===== src/hdl/afse_pkg.sv =====
// ----------------------------------------------------------------------------
// afse_pkg
// Shared types and constants of the AIS frame symbol encoder.
// ----------------------------------------------------------------------------
package afse_pkg;

    localparam int BYTE_W    = 8;
    localparam int SYM_W     = 3;
    localparam int CRC_W     = 16;
    localparam int COUNT_W   = 6;
    localparam int CFG_IDX_W = 2;

    localparam logic [COUNT_W-1:0] MAX_DATA_BYTES = 6'd32;

    localparam logic [CRC_W-1:0] CRC_INIT = 16'hFFFF;
    localparam logic [CRC_W-1:0] CRC_POLY = 16'h1021;

    localparam logic [BYTE_W-1:0] TRAINING_RESET = 8'h55;
    localparam logic [BYTE_W-1:0] FLAG_RESET     = 8'h7E;

    localparam logic [CFG_IDX_W-1:0] CFG_TRAINING = 2'd0;
    localparam logic [CFG_IDX_W-1:0] CFG_FLAG     = 2'd1;

    localparam int QDEPTH = 2;
    localparam int QPTR_W = 1;
    localparam int QCNT_W = 2;

    typedef struct packed {
        logic              hdr;
        logic              dat;
        logic              ovf;
        logic              cls;
        logic [BYTE_W-1:0] data;
    } t_cmd;

    typedef struct packed {
        logic [BYTE_W-1:0] training;
        logic [BYTE_W-1:0] flag;
    } t_cfg;

endpackage


===== src/hdl/afse_if.sv =====
// ----------------------------------------------------------------------------
// afse_if
// Channel interfaces: message bytes in, modulator symbols out, register write.
// ----------------------------------------------------------------------------
interface afse_in_if
    import afse_pkg::*;
();
    logic              valid;
    logic              ready;
    logic [BYTE_W-1:0] data_byte;
    logic              last_byte;

    modport source(output valid, data_byte, last_byte, input ready);
    modport sink(input valid, data_byte, last_byte, output ready);
endinterface

interface afse_out_if
    import afse_pkg::*;
();
    logic             valid;
    logic             ready;
    logic [SYM_W-1:0] symbol;
    logic             frame_end;
    logic             overflow;

    modport source(output valid, symbol, frame_end, overflow, input ready);
    modport sink(input valid, symbol, frame_end, overflow, output ready);
endinterface

interface afse_cfg_if
    import afse_pkg::*;
();
    logic                 valid;
    logic                 ready;
    logic [CFG_IDX_W-1:0] index;
    logic [BYTE_W-1:0]    data;

    modport source(output valid, index, data, input ready);
    modport sink(input valid, index, data, output ready);
endinterface


===== src/hdl/ais_frame_symbol_encoder_top.sv =====
// ----------------------------------------------------------------------------
// ais_frame_symbol_encoder_top
// AIS frame encoder: header, LSB-first data with CRC-16, bit stuffing, NRZI
// and 3-bit modulator symbols.
//
//   channel  dir  payload                        transfer
//   i_byte   in   data_byte[7:0], last_byte      valid && ready
//   o_sym    out  symbol[2:0], frame_end, overflow valid && ready
//   i_cfg    in   index[1:0], data[7:0]          valid && ready (always ready)
//
// One symbol per cycle from the bit sequencer while o_sym is ready and
// commands are queued. A dropped byte that does not close the frame gives
// no symbols.
// Reset is synchronous; no clearing pass.
// A two-entry command queue lets bytes transfer while symbols are stalled.
// ----------------------------------------------------------------------------
module ais_frame_symbol_encoder_top
    import afse_pkg::*;
(
    input  logic       i_clk,
    input  logic       i_rst_n,
    afse_in_if.sink    i_byte,
    afse_out_if.source o_sym,
    afse_cfg_if.sink   i_cfg
);

    t_cfg r_cfg;
    t_cmd front_cmd;
    t_cmd queue_cmd;
    logic push;
    logic pop;
    logic q_full;
    logic q_empty;

    assign i_cfg.ready = 1'b1;

    always_ff @(posedge i_clk) begin
        if (!i_rst_n) begin
            r_cfg.training <= TRAINING_RESET;
            r_cfg.flag     <= FLAG_RESET;
        end else if (i_cfg.valid) begin
            if (i_cfg.index == CFG_TRAINING) begin
                r_cfg.training <= i_cfg.data;
            end
            if (i_cfg.index == CFG_FLAG) begin
                r_cfg.flag <= i_cfg.data;
            end
        end
    end

    afse_front u_front (
        .i_clk   (i_clk),
        .i_rst_n (i_rst_n),
        .i_byte  (i_byte),
        .o_push  (push),
        .o_cmd   (front_cmd),
        .i_full  (q_full)
    );

    afse_queue u_queue (
        .i_clk   (i_clk),
        .i_rst_n (i_rst_n),
        .i_push  (push),
        .i_cmd   (front_cmd),
        .o_full  (q_full),
        .i_pop   (pop),
        .o_cmd   (queue_cmd),
        .o_empty (q_empty)
    );

    afse_back u_back (
        .i_clk   (i_clk),
        .i_rst_n (i_rst_n),
        .i_cfg   (r_cfg),
        .i_empty (q_empty),
        .i_cmd   (queue_cmd),
        .o_pop   (pop),
        .o_sym   (o_sym)
    );

    a_end_flat: assert property (@(posedge i_clk) disable iff (!i_rst_n)
        o_sym.valid && o_sym.frame_end |-> o_sym.symbol[1] == o_sym.symbol[0])
        else $error("final symbol shows a transition");

    a_push_room: assert property (@(posedge i_clk) disable iff (!i_rst_n)
        push |-> !q_full)
        else $error("command pushed into a full queue");

    a_pop_data: assert property (@(posedge i_clk) disable iff (!i_rst_n)
        pop |-> !q_empty)
        else $error("command popped from an empty queue");

endmodule


===== src/hdl/afse_front.sv =====
// ----------------------------------------------------------------------------
// afse_front
// Accepts message bytes, tracks frame position and byte count, and turns each
// byte into a command for the bit sequencer.
// ----------------------------------------------------------------------------
module afse_front
    import afse_pkg::*;
(
    input  logic       i_clk,
    input  logic       i_rst_n,
    afse_in_if.sink    i_byte,
    output logic       o_push,
    output t_cmd       o_cmd,
    input  logic       i_full
);

    logic               r_in_frame, n_in_frame;
    logic [COUNT_W-1:0] r_count, n_count;

    assign i_byte.ready = !i_full;
    assign o_push       = i_byte.valid && !i_full;

    always_comb begin
        n_in_frame = r_in_frame;
        n_count    = r_count;
        o_cmd      = '0;
        o_cmd.data = i_byte.data_byte;
        if (!r_in_frame) begin
            o_cmd.hdr  = 1'b1;
            o_cmd.dat  = 1'b1;
            n_in_frame = 1'b1;
            n_count    = COUNT_W'(1);
        end else begin
            if (r_count < MAX_DATA_BYTES) begin
                o_cmd.dat = 1'b1;
                n_count   = r_count + COUNT_W'(1);
            end else begin
                o_cmd.ovf = 1'b1;
            end
            if (i_byte.last_byte) begin
                o_cmd.cls  = 1'b1;
                n_in_frame = 1'b0;
                n_count    = '0;
            end
        end
    end

    always_ff @(posedge i_clk) begin
        if (!i_rst_n) begin
            r_in_frame <= 1'b0;
            r_count    <= '0;
        end else if (o_push) begin
            r_in_frame <= n_in_frame;
            r_count    <= n_count;
        end
    end

endmodule


===== src/hdl/afse_queue.sv =====
// ----------------------------------------------------------------------------
// afse_queue
// Two-entry command queue between the byte front end and the bit sequencer.
// ----------------------------------------------------------------------------
module afse_queue
    import afse_pkg::*;
(
    input  logic i_clk,
    input  logic i_rst_n,
    input  logic i_push,
    input  t_cmd i_cmd,
    output logic o_full,
    input  logic i_pop,
    output t_cmd o_cmd,
    output logic o_empty
);

    t_cmd              r_mem [QDEPTH];
    logic [QPTR_W-1:0] r_wp;
    logic [QPTR_W-1:0] r_rp;
    logic [QCNT_W-1:0] r_used;
    logic              wr;
    logic              rd;

    assign o_full  = (r_used == QCNT_W'(QDEPTH));
    assign o_empty = (r_used == '0);
    assign o_cmd   = r_mem[r_rp];
    assign wr      = i_push && !o_full;
    assign rd      = i_pop && !o_empty;

    always_ff @(posedge i_clk) begin
        if (!i_rst_n) begin
            r_wp   <= '0;
            r_rp   <= '0;
            r_used <= '0;
        end else begin
            if (wr) begin
                r_wp <= r_wp + QPTR_W'(1);
            end
            if (rd) begin
                r_rp <= r_rp + QPTR_W'(1);
            end
            case ({wr, rd})
                2'b10:   r_used <= r_used + QCNT_W'(1);
                2'b01:   r_used <= r_used - QCNT_W'(1);
                default: r_used <= r_used;
            endcase
        end
    end

    always_ff @(posedge i_clk) begin
        if (wr) begin
            r_mem[r_wp] <= i_cmd;
        end
    end

endmodule


===== src/hdl/afse_back.sv =====
// ----------------------------------------------------------------------------
// afse_back
// Bit sequencer: header, data with CRC and bit stuffing, closing CRC and flag,
// NRZI coding and symbol forming, one line bit per cycle into an output
// register while the output is not stalled and commands are queued.
// ----------------------------------------------------------------------------
module afse_back
    import afse_pkg::*;
(
    input  logic       i_clk,
    input  logic       i_rst_n,
    input  t_cfg       i_cfg,
    input  logic       i_empty,
    input  t_cmd       i_cmd,
    output logic       o_pop,
    afse_out_if.source o_sym
);

    localparam logic [2:0] PH_IDLE  = 3'd0;
    localparam logic [2:0] PH_RAMP  = 3'd1;
    localparam logic [2:0] PH_TRAIN = 3'd2;
    localparam logic [2:0] PH_FLAG  = 3'd3;
    localparam logic [2:0] PH_DATA  = 3'd4;
    localparam logic [2:0] PH_CRC   = 3'd5;
    localparam logic [2:0] PH_EFLAG = 3'd6;
    localparam logic [2:0] PH_FINAL = 3'd7;

    localparam logic [4:0] RAMP_LAST  = 5'd6;
    localparam logic [4:0] TRAIN_LAST = 5'd23;
    localparam logic [4:0] BYTE_LAST  = 5'd7;
    localparam logic [4:0] BYTE_BITS  = 5'd8;
    localparam logic [4:0] CRC_LAST   = 5'd15;
    localparam logic [4:0] CRC_BITS   = 5'd16;
    localparam logic [2:0] STUFF_RUN  = 3'd5;

    logic [2:0]       r_phase, n_phase;
    logic [4:0]       r_cnt, n_cnt;
    t_cmd             r_cmd, n_cmd;
    logic [CRC_W-1:0] r_crc, n_crc;
    logic [2:0]       r_ones, n_ones;
    logic             r_stuff, n_stuff;
    logic             r_line, n_line;
    logic             r_prev, n_prev;
    logic             r_held, n_held;
    logic             r_ovf, n_ovf;
    logic             r_o_valid, n_o_valid;
    logic [SYM_W-1:0] r_o_sym, n_o_sym;
    logic             r_o_end, n_o_end;
    logic             r_o_ovf, n_o_ovf;

    logic             adv;
    logic             push;
    logic             nrzi;
    logic             b;
    logic             lv;
    logic             done;
    logic [CRC_W-1:0] fcs;
    logic [2:0]       ones_inc;

    assign o_sym.valid     = r_o_valid;
    assign o_sym.symbol    = r_o_sym;
    assign o_sym.frame_end = r_o_end;
    assign o_sym.overflow  = r_o_ovf;

    assign fcs      = ~r_crc;
    assign ones_inc = r_ones + 3'd1;

    always_comb begin
        n_phase   = r_phase;
        n_cnt     = r_cnt;
        n_cmd     = r_cmd;
        n_crc     = r_crc;
        n_ones    = r_ones;
        n_stuff   = r_stuff;
        n_line    = r_line;
        n_prev    = r_prev;
        n_held    = r_held;
        n_ovf     = r_ovf;
        n_o_valid = r_o_valid;
        n_o_sym   = r_o_sym;
        n_o_end   = r_o_end;
        n_o_ovf   = r_o_ovf;
        o_pop     = 1'b0;
        push      = 1'b0;
        nrzi      = 1'b1;
        b         = 1'b0;
        done      = 1'b0;

        if (r_o_valid && o_sym.ready) begin
            n_o_valid = 1'b0;
        end

        adv = (r_phase != PH_IDLE) && (!r_o_valid || o_sym.ready);

        if (adv) begin
            case (r_phase)
                PH_RAMP: begin
                    push  = 1'b1;
                    nrzi  = 1'b0;
                    n_cnt = r_cnt + 5'd1;
                    if (r_cnt == RAMP_LAST) begin
                        n_phase = PH_TRAIN;
                        n_cnt   = '0;
                    end
                end
                PH_TRAIN: begin
                    push  = 1'b1;
                    b     = i_cfg.training[~r_cnt[2:0]];
                    n_cnt = r_cnt + 5'd1;
                    if (r_cnt == TRAIN_LAST) begin
                        n_phase = PH_FLAG;
                        n_cnt   = '0;
                    end
                end
                PH_FLAG: begin
                    push  = 1'b1;
                    b     = i_cfg.flag[~r_cnt[2:0]];
                    n_cnt = r_cnt + 5'd1;
                    if (r_cnt == BYTE_LAST) begin
                        n_phase = PH_DATA;
                        n_cnt   = '0;
                    end
                end
                PH_DATA, PH_CRC: begin
                    push = 1'b1;
                    if (r_stuff) begin
                        b       = 1'b0;
                        n_stuff = 1'b0;
                        if ((r_phase == PH_DATA && r_cnt == BYTE_BITS) ||
                            (r_phase == PH_CRC && r_cnt == CRC_BITS)) begin
                            done = 1'b1;
                        end
                    end else begin
                        if (r_phase == PH_DATA) begin
                            b     = r_cmd.data[r_cnt[2:0]];
                            n_crc = {r_crc[CRC_W-2:0], 1'b0} ^
                                    ((r_crc[CRC_W-1] ^ b) ? CRC_POLY : '0);
                        end else begin
                            b = fcs[~r_cnt[3:0]];
                        end
                        n_cnt = r_cnt + 5'd1;
                        if (b) begin
                            if (ones_inc == STUFF_RUN) begin
                                n_stuff = 1'b1;
                                n_ones  = '0;
                            end else begin
                                n_ones = ones_inc;
                            end
                        end else begin
                            n_ones = '0;
                        end
                        if (!n_stuff &&
                            ((r_phase == PH_DATA && r_cnt == BYTE_LAST) ||
                             (r_phase == PH_CRC && r_cnt == CRC_LAST))) begin
                            done = 1'b1;
                        end
                    end
                    if (done) begin
                        if (r_phase == PH_DATA && r_cmd.cls) begin
                            done    = 1'b0;
                            n_phase = PH_CRC;
                            n_cnt   = '0;
                        end else if (r_phase == PH_CRC) begin
                            done    = 1'b0;
                            n_phase = PH_EFLAG;
                            n_cnt   = '0;
                        end
                    end
                end
                PH_EFLAG: begin
                    push  = 1'b1;
                    b     = i_cfg.flag[~r_cnt[2:0]];
                    n_cnt = r_cnt + 5'd1;
                    if (r_cnt == BYTE_LAST) begin
                        n_phase = PH_FINAL;
                        n_cnt   = '0;
                    end
                end
                PH_FINAL: begin
                    n_o_valid = 1'b1;
                    n_o_sym   = {r_prev, r_held, r_held};
                    n_o_end   = 1'b1;
                    n_o_ovf   = r_ovf;
                    n_ones    = '0;
                    n_crc     = CRC_INIT;
                    done      = 1'b1;
                end
                default: begin
                    done = 1'b1;
                end
            endcase
        end

        lv = nrzi ? (b ? r_line : ~r_line) : 1'b0;

        if (push) begin
            n_line    = lv;
            n_prev    = r_held;
            n_held    = lv;
            n_o_valid = 1'b1;
            n_o_sym   = {r_prev, r_held, lv};
            n_o_end   = 1'b0;
            n_o_ovf   = r_ovf;
        end

        if (r_phase == PH_IDLE || done) begin
            n_phase = PH_IDLE;
            if (!i_empty) begin
                o_pop = 1'b1;
                n_cmd = i_cmd;
                n_cnt = '0;
                if (i_cmd.ovf) begin
                    n_ovf = 1'b1;
                end
                if (i_cmd.hdr) begin
                    n_phase = PH_RAMP;
                    n_crc   = CRC_INIT;
                    n_ones  = '0;
                    n_stuff = 1'b0;
                    n_line  = 1'b0;
                    n_prev  = 1'b0;
                    n_held  = 1'b0;
                    n_ovf   = 1'b0;
                end else if (i_cmd.dat) begin
                    n_phase = PH_DATA;
                end else if (i_cmd.cls) begin
                    n_phase = PH_CRC;
                end
            end
        end
    end

    always_ff @(posedge i_clk) begin
        if (!i_rst_n) begin
            r_phase   <= PH_IDLE;
            r_cnt     <= '0;
            r_crc     <= CRC_INIT;
            r_ones    <= '0;
            r_stuff   <= 1'b0;
            r_line    <= 1'b0;
            r_prev    <= 1'b0;
            r_held    <= 1'b0;
            r_ovf     <= 1'b0;
            r_o_valid <= 1'b0;
        end else begin
            r_phase   <= n_phase;
            r_cnt     <= n_cnt;
            r_crc     <= n_crc;
            r_ones    <= n_ones;
            r_stuff   <= n_stuff;
            r_line    <= n_line;
            r_prev    <= n_prev;
            r_held    <= n_held;
            r_ovf     <= n_ovf;
            r_o_valid <= n_o_valid;
        end
    end

    always_ff @(posedge i_clk) begin
        r_cmd   <= n_cmd;
        r_o_sym <= n_o_sym;
        r_o_end <= n_o_end;
        r_o_ovf <= n_o_ovf;
    end

endmodule


===== src/flat_wrapper.sv =====
// flat-port wrapper written by rule: the top's interface ports become plain ports
module ais_frame_symbol_encoder_top_flat import afse_pkg::*;
  (i_clk, i_rst_n, i_byte_valid, i_byte_data_byte, i_byte_last_byte, i_byte_ready, o_sym_valid, o_sym_symbol, o_sym_frame_end, o_sym_overflow, o_sym_ready, i_cfg_valid, i_cfg_index, i_cfg_data, i_cfg_ready);
  afse_in_if i_byte_i ();
  afse_out_if o_sym_i ();
  afse_cfg_if i_cfg_i ();
  input  logic i_clk;
  input  logic i_rst_n;
  input wire logic [$bits(i_byte_i.valid)-1:0] i_byte_valid;
  input wire logic [$bits(i_byte_i.data_byte)-1:0] i_byte_data_byte;
  input wire logic [$bits(i_byte_i.last_byte)-1:0] i_byte_last_byte;
  output wire logic [$bits(i_byte_i.ready)-1:0] i_byte_ready;
  output wire logic [$bits(o_sym_i.valid)-1:0] o_sym_valid;
  output wire logic [$bits(o_sym_i.symbol)-1:0] o_sym_symbol;
  output wire logic [$bits(o_sym_i.frame_end)-1:0] o_sym_frame_end;
  output wire logic [$bits(o_sym_i.overflow)-1:0] o_sym_overflow;
  input wire logic [$bits(o_sym_i.ready)-1:0] o_sym_ready;
  input wire logic [$bits(i_cfg_i.valid)-1:0] i_cfg_valid;
  input wire logic [$bits(i_cfg_i.index)-1:0] i_cfg_index;
  input wire logic [$bits(i_cfg_i.data)-1:0] i_cfg_data;
  output wire logic [$bits(i_cfg_i.ready)-1:0] i_cfg_ready;
  assign i_byte_i.valid = i_byte_valid;
  assign i_byte_i.data_byte = i_byte_data_byte;
  assign i_byte_i.last_byte = i_byte_last_byte;
  assign i_byte_ready = i_byte_i.ready;
  assign o_sym_valid = o_sym_i.valid;
  assign o_sym_symbol = o_sym_i.symbol;
  assign o_sym_frame_end = o_sym_i.frame_end;
  assign o_sym_overflow = o_sym_i.overflow;
  assign o_sym_i.ready = o_sym_ready;
  assign i_cfg_i.valid = i_cfg_valid;
  assign i_cfg_i.index = i_cfg_index;
  assign i_cfg_i.data = i_cfg_data;
  assign i_cfg_ready = i_cfg_i.ready;
  ais_frame_symbol_encoder_top u_core (.i_clk(i_clk), .i_rst_n(i_rst_n), .i_byte(i_byte_i), .o_sym(o_sym_i), .i_cfg(i_cfg_i));
endmodule

===== config.mk =====
export PLATFORM = sky130hd
export DESIGN_NAME = ais_frame_symbol_encoder_top_flat
export DESIGN_NICKNAME = d
export VERILOG_FILES = /design/src/hdl/afse_pkg.sv /design/src/hdl/afse_if.sv /design/src/hdl/ais_frame_symbol_encoder_top.sv /design/src/hdl/afse_front.sv /design/src/hdl/afse_queue.sv /design/src/hdl/afse_back.sv /design/src/flat_wrapper.sv
export SDC_FILE = /design/constraint.sdc
export NUM_CORES = 1
export LEC_CHECK = 0
export ABC_AREA = 1
export BUFFER_PORTS_ARGS = -buffer_cell sky130_fd_sc_hd__buf_2
export CORE_MARGIN = 1.5
export CORE_UTILIZATION = 53
export DETAILED_ROUTE_END_ITERATION = 8
export PLACE_DENSITY_LB_ADDON = 0.08
export SYNTH_ARGS = -nofsm -noshare
export SYNTH_HDL_FRONTEND = slang
export SYNTH_SLANG_ARGS = --single-unit

===== constraint.sdc =====
create_clock -name i_clk -period 3.5 [get_ports i_clk]
set_input_delay 0.35 -clock i_clk [delete_from_list [all_inputs] [get_ports i_clk]]
set_output_delay 0.35 -clock i_clk [all_outputs]
set_load 0.01 [all_outputs]

# Word level (Yosys, flattened, before mapping)
# Memories as Yosys holds them, arrays and structs flattened. A register that Yosys moved wholly into a read port is not among the register bits.
# Cells that the tools add are included.
[classes] add_sub_neg=7 reduce_logical=41 eq_ne=25 n_bitwise=7 mux=125 magnitude_cmp=4
[op_table] op="16-bit two-way mux" n=6
[op_table] op="1-bit two-way mux" n=70
[op_table] op="3-bit two-way mux" n=23
[op_table] op="5-bit two-way mux" n=10
[op_table] op="16-bit one-hot mux with 2 select lines" n=1
[op_table] op="5-bit one-hot mux with 4 select lines" n=1
[op_table] op="6-bit two-way mux" n=3
[op_table] op="16-bit inverter" n=1
[op_table] op="16-bit by 13-bit XOR with 16-bit output" n=1
[op_table] op="3-bit == test (second input constant)" n=5
[op_table] op="3-bit != test (second input constant)" n=5
[op_table] op="3-bit one-hot mux with 5 select lines" n=1
[op_table] op="13-bit two-way mux" n=1
[op_table] op="2-bit AND reduction" n=6
[op_table] op="1-bit logical AND" n=11
[op_table] op="5-bit by 3-bit == test with 1-bit output (second input constant)" n=2
[op_table] op="5-bit by 4-bit == test with 1-bit output (second input constant)" n=2
[op_table] op="5-bit == test (second input constant)" n=2
[op_table] op="2-bit nonzero test" n=5
[op_table] op="1-bit binary-select mux with 3-bit select" n=3
[op_table] op="3-bit by 4-bit less-than comparator with 1-bit output (second input constant)" n=2
[op_table] op="8-bit AND reduction" n=1
[op_table] op="6-bit by 1-bit adder with 6-bit output (second input constant)" n=1
[op_table] op="3-bit by 2-bit == test with 1-bit output (second input constant)" n=2
[op_table] op="other kinds (32)" n=44
[totals] inputBits=24 reg_bits=74 memories=1 mem_bits_rw=24
[memory_table] memory="u_core.u_queue.r_mem" depth=2 width=12 rd=1 rd_clocked_by_memory_dff=1 wr=1 line="afse_queue.sv:18" text="t_cmd r_mem [QDEPTH];"

# Logic depth before layout (Yosys ltp)
[logic_depth] word_depth=25 depth_mapped=21 depth_no_buf=20

# Modules after synthesis
# From an unflattened synthesis, not the netlist that was laid out.
[unflattened] hier_cells=638 area_unflattened_um2=5241.3
[modules_own_cells] module="afse_back" seq_area_each_um2=1071.0 cells_per_inst=404 area_per_inst_um2=2940.3 n_inst=1
[modules_own_cells] module="afse_queue" seq_area_each_um2=820.8 cells_per_inst=77 area_per_inst_um2=1131.1 n_inst=1
[modules_own_cells] module="ais_frame_symbol_encoder_top" seq_area_each_um2=320.3 cells_per_inst=88 area_per_inst_um2=694.4 n_inst=1
[modules_own_cells] module="afse_front" seq_area_each_um2=140.1 cells_per_inst=69 area_per_inst_um2=475.5 n_inst=1

# Least setup slack after synthesis
# No wires, ideal clock.
[synth_timing] kind="register to register" startpoint="reg u_core.u_back.r_cnt[0]" endpoint="reg u_core.u_queue.r_used[1]" setup_time_ps=70 slack_ps=836 period_less_slack_ps=2664 path_stages_with_launch=21 t_arrival_ps=2594 path_cell_list="dfxtp_1 -> ha_1 -> nand2_1 -> nor2_1 -> ha_1 -> inv_1 -> o22ai_1 -> nor2_1 -> a21oi_1 -> nand3_1 -> nand2_1 -> nand2_2 -> nand2_4 -> nand2_4 -> inv_1 -> ha_1 -> inv_1 -> nand2_1 -> nor2_1 -> o21ai_0 -> a21oi_1"
[synth_between] elab_chain_cells=25 elab_cells_between_ends=40 cone_classes="eq/ne (6); mux (22); bitwise (1); reduce/logical (11)"
[synth_lines] element="start, declared" line="afse_back.sv:37" text="logic [4:0] r_cnt, n_cnt;"
[synth_lines] element="start signal, assigned" line="afse_back.sv:247" text="r_cnt <= n_cnt;"
[synth_lines] element="4-bit inverter" line="afse_back.sv:139" text="b = fcs[~r_cnt[3:0]];"
[synth_lines] element="1-bit binary-select mux with 4-bit select" line="afse_back.sv:139"
[synth_lines] element="1-bit two-way mux (not written as such)" line="afse_back.sv:139"
[synth_lines] element="1-bit two-way mux" line="afse_back.sv:134" text="if (r_phase == PH_DATA) begin"
[synth_lines] element="1-bit two-way mux" line="afse_back.sv:126" text="if (r_stuff) begin"
[synth_lines] element="1-bit two-way mux" line="afse_back.sv:96" text="case (r_phase)"
[synth_lines] element="1-bit two-way mux" line="afse_back.sv:95" text="if (adv) begin"
[synth_lines] element="1-bit two-way mux" line="afse_back.sv:142" text="if (b) begin"
[synth_lines] element="[10 not listed]"
[synth_lines] element="1-bit one-hot mux with 2 select lines *" line="afse_back.sv:96"
[synth_lines] element="1-bit two-way mux *" line="afse_back.sv:95"
[synth_lines] element="1-bit logical OR *" line="afse_back.sv:206" text="if (r_phase == PH_IDLE || done) begin"
[synth_lines] element="1-bit two-way mux *" line="afse_back.sv:206"
[synth_lines] element="via u_core.pop" line="ais_frame_symbol_encoder_top.sv:31" text="logic pop;"
[synth_lines] element="1-bit logical AND *" line="afse_queue.sv:29" text="assign rd = i_pop && !o_empty;"
[synth_lines] element="2-bit by 1-bit == test with 1-bit output or 2-bit == test (tied branches)" line="afse_queue.sv:43" text="case ({wr, rd})"
[synth_lines] element="2-bit one-hot mux with 2 select lines or 2-bit nonzero test (tied branches)"
[synth_lines] element="end signal, assigned" line="afse_queue.sv:44" text="2'b10: r_used <= r_used + QCNT_W'(1);"
[synth_lines] element="end signal, assigned" line="afse_queue.sv:45" text="2'b01: r_used <= r_used - QCNT_W'(1);"
[synth_lines] element="end signal, assigned" line="afse_queue.sv:46" text="default: r_used <= r_used;"
[synth_lines] element="end, declared" line="afse_queue.sv:21" text="logic [QCNT_W-1:0] r_used;"
# The timed path passes the listed nets; every way through them passes the cells marked *. The select of a mux whose other input is x is not followed.
# A chain may end at the register's enable or synchronous reset.

# Final worst setup path
# Ends and elaborated chain as after synthesis.

==> results.yml <==
status:
  outcome: "finished, final reports clean"
sta:
  setup_viol: 0
  relSlewSlack: 0.335
  max_freq_ghz: 0.338
  timing.final.crit_share: 0.846
  period_minus_slack_ns: 2.96
  fin_skew_ns: 0.0117
  hold_violations: 0
  slew_viol_final: 0
  fin_tns_setup_ns: 0
  worst_pin_slew_ns: 0.993
  rsz0062_at_grt: "no"
  holdWs_ns: 0.160
  setup_ws_ns: 0.539
synthesis:
  synthXorXnorAreaFrac: 0.00907
  ys.flop_type: "dfxtp_1"
  synthDistinctLibCells: 37
  syn_area_per_cell_um2: 7.61
  synth_top_family_by_area: "simple AND/OR/NAND/NOR gates"
  ys_ff_latch: 99
  yosys.area_share.simple: 0.267
  ys_warn_count: 0
  syn_inst: 635
  yosys.area.top_type: "dfxtp_1"
  ys_seq_area_frac: 0.487
  synth_most_common_cell: "nand2_1"
  synth_commonest_cells: "nand2_1 (168), nor2_1 (75), inv_1 (72)"
  synth-edff-count: 37
  synthesis.area_um2: 4830
  yosys.area_share.adder: 0.0207
  syn_nets: 667
  yosys-top-cells-area: "dfxtp_1 (26%), edfxtp_1 (23%), nand2_1 (13%), o21ai_0 (7.0%), nor2_1 (5.8%)"
  async_flop_share: 0
  synth_compound_area_frac: 0.126
  synth_top_area_share: 0.257
  synthMuxAreaShare: 0.00622
global_routing:
  grt_usage: 0.221
  grt_overflow: 0
  antenna_found_initial: 0
  met3_usage: 0.0418
  grt_pass1_wl_mm: 17.5
  busiest_layer: "met2"
  first_global_vias: 3781
  grt.met1_usage: 0.282
  grt_start_max_net_pins: 30
  met2_usage: 0.380
detailed_routing:
  antenna_left: 0
  drt-pass1-iter-count: 5
  drc_errors: 0
  drt_iter0_drc: 234
  wire_per_inst_um: 12.9
  wl_mm: 9.99
  via_per_inst: 5.18
  vias: 4022
worst_setup_path:
  startpoint_type: "flop"
  path_cells: "ha_1 -> nand2_1 -> nor2_1 -> ha_1 -> inv_1 -> o22ai_1 -> nor2_1 -> a21oi_1 -> nand3_1 -> nand2_1 -> nand2_2 -> nand2_4 -> nand2_4 -> inv_1 -> ha_1 -> inv_1 -> nand2_1 -> nor2_1 -> o21ai_0 -> a21oi_1"
  worstSetupPathType: "flop to flop"
  endpoint_kind: "flop"
  cp_slowest_cell: "dfxtp_1"
  arrival_ns: 3.26
  crit_required_ns: 3.80
  max_stage_delay_ns: 0.59
  r2r_slack_ns: 0.54
  crit_fanout: 13
layout:
  multiInputGateArea_um2: 2080
  fillers: 825
  final_core_util: 0.600
  nets: 695
  antenna_cells: 0
  seqCellArea_um2: 2350
  drive_gt1_frac: 0.109
  area_delta_synth_final_pct: 8.86
power:
  finalPower_mw: 3.64
  p_per_area_nw_per_um2: 693
  p_switching_mw: 1.48
  vdd_drop_max_mv: 0.334
  intPower_mw: 2.16
  seqPwrFrac: 0.443
  clock_power_share: 0.200
  swShare: 0.406
  p_leak_nw: 2.42
  combPwrFrac: 0.357
die:
  core_um2: 8760
  fp.dieW_um: 98.5
  start_util: 0.551
  dieArea_um2: 9690
  rows: 34
  io_pins: 32
  dieHeight_um: 98.5
cts:
  cts_buffers: 9
  cts.root.buffer_cell: "clkbuf_8"
  clk_path_buf_depth: 2
  clock_sinks: 99
  postCtsSetupRepairBufs: 0
  path_clk_slew_ns: 0.11
  htree_num_levels: 3
  cts_hold_buf: 0
  post_cts_resized: 0
  cts_tree: "built"
  clkLatencyLatePin_ns: 0.37
placement:
  dp_slack_ns: 0.608
  gp_routability_congestion: 0.971
  dpl.hpwl_mm: 7.36
  port_buffers: 30
worst_hold_path:
  min_path_type: "input pin to flop"
run:
  maxCapViolCount: 0
[layout by cell type, fill, tap and decap left out, types with 2 or more instances in the layout]
cell type  Yosys  layout
nor2_1        75      75
nand3_1       42      42
a22oi_1        4       4
inv_6          0       2
nor3_1         5       5
a21oi_1       20      20
o22ai_1        5       5
o21ai_1        3       3
nand3b_1       2       2
nand2_2       12      12
o21ai_0       68      68
xor2_1         4       4
ha_1           8       8
buf_2          4      30
buf_4          2       6
mux2i_1        3       3
o211ai_1       4       4
inv_1         72      72
o31ai_1        2       2
nand2_4        2       2
clkinv_1       3       3
clkbuf_8       0       9
inv_8          0       3
dfxtp_1       62      62
nand2_1      168     168
edfxtp_1      37      37
inv_2          3       3
o221ai_1       2       2
[through the flow]
step           instance area (um2)  cells
4_1_cts                       5260    776
3_5_place_dp                  5060    760
6_report                      5260    776
3_3_place_gp                  5060    760
5_1_grt                       5260    776
2_1_floorplan                 4830    635
[state kept, by name (all words and copies together) (netlist names), named ones only]
| name | flops |
|---|---|
| u_core.u_back.r_line | 1 |
| u_core.u_back.r_ones | 3 |
| u_core.r_cfg | 16 |
| u_core.u_back.r_ovf | 1 |
| u_core.u_back.o_sym.valid | 1 |
| u_core.u_back.o_sym.frame_end | 1 |
| u_core.u_back.r_crc | 16 |
| u_core.u_queue.r_wp | 1 |
| u_core.u_front.r_count | 6 |
| u_core.u_queue.r_rp | 1 |
| u_core.u_back.o_sym.overflow | 1 |
| u_core.u_back.r_prev | 1 |
| u_core.u_back.r_cnt | 5 |
| u_core.u_queue.r_used | 2 |
| u_core.u_back.r_cmd | 9 |
| u_core.u_front.r_in_frame | 1 |
| u_core.u_back.o_sym.symbol | 3 |
| u_core.u_back.r_stuff | 1 |
| u_core.u_queue.r_mem | 24 |
| u_core.u_back.r_held | 1 |
| u_core.u_back.r_phase | 3 |
[final cells by class]
type	count	share of cell area
clock buffers	9	0.0236
clock inverters	7	0.0138
inverters	79	0.0569
multi-input cells	438	0.396
flip-flops and latches	99	0.447
well taps	108	0.0257
repair buffers	36	0.0371
[critical path: cells and delay by family (launching register included)]
kind                       cells  cell delay (ns)
DFF                            1             0.59
adders and majority gates      3             0.67
AOI/OAI and AO/OA              4             0.57
and+or+nand+nor               10             0.87
buffers and inverters          3             0.19
[per-layer routing]
metal	vias up	share of wire
met4	0	0.018
met1	1809	0.45
met5	-	0
li1	2101	-
met3	11	0.046
met2	101	0.49
[path summary, 6_finish.rpt]
path,startpoint,endpoint,cells after the start
setup / recovery,u_core.u_back.r_cnt[0],u_core.u_queue.r_used[1],20
setup reg to reg,u_core.u_back.r_cnt[0],u_core.u_queue.r_used[1],20
hold / removal,i_byte_data_byte[1],u_core.u_queue.r_mem[1][1],1
hold reg to reg,u_core.u_back.r_ovf,u_core.u_back.o_sym.overflow,0
[power by group through the flow]
stage | combinational, mW | clock [mW] | sequential (mW)
final | 1.30 | 0.729 | 1.61
after global routing | 1.50 | 0.793 | 1.65
after CTS | 1.30 | 0.750 | 1.62
after detailed placement | 1.30 | 0 | 1.64
after global placement | 1.28 | 0 | 1.64
after floorplan | 1.00 | 0 | 1.59
[cells by family (layout without fill, tap and decap cells)]
kind of cell / count (synthesis) / in the layout
other: 1 / 1
AO/OA/AOI/OAI: 111 / 111
adder cells (fa/ha/maj): 8 / 8
flip-flops: 99 / 99
AND/OR/NAND/NOR: 310 / 310
XOR/XNOR: 5 / 5
buffers and inverters: 98 / 131
multiplexers: 3 / 3
Note: power is estimated with default switching activity, not from simulation.
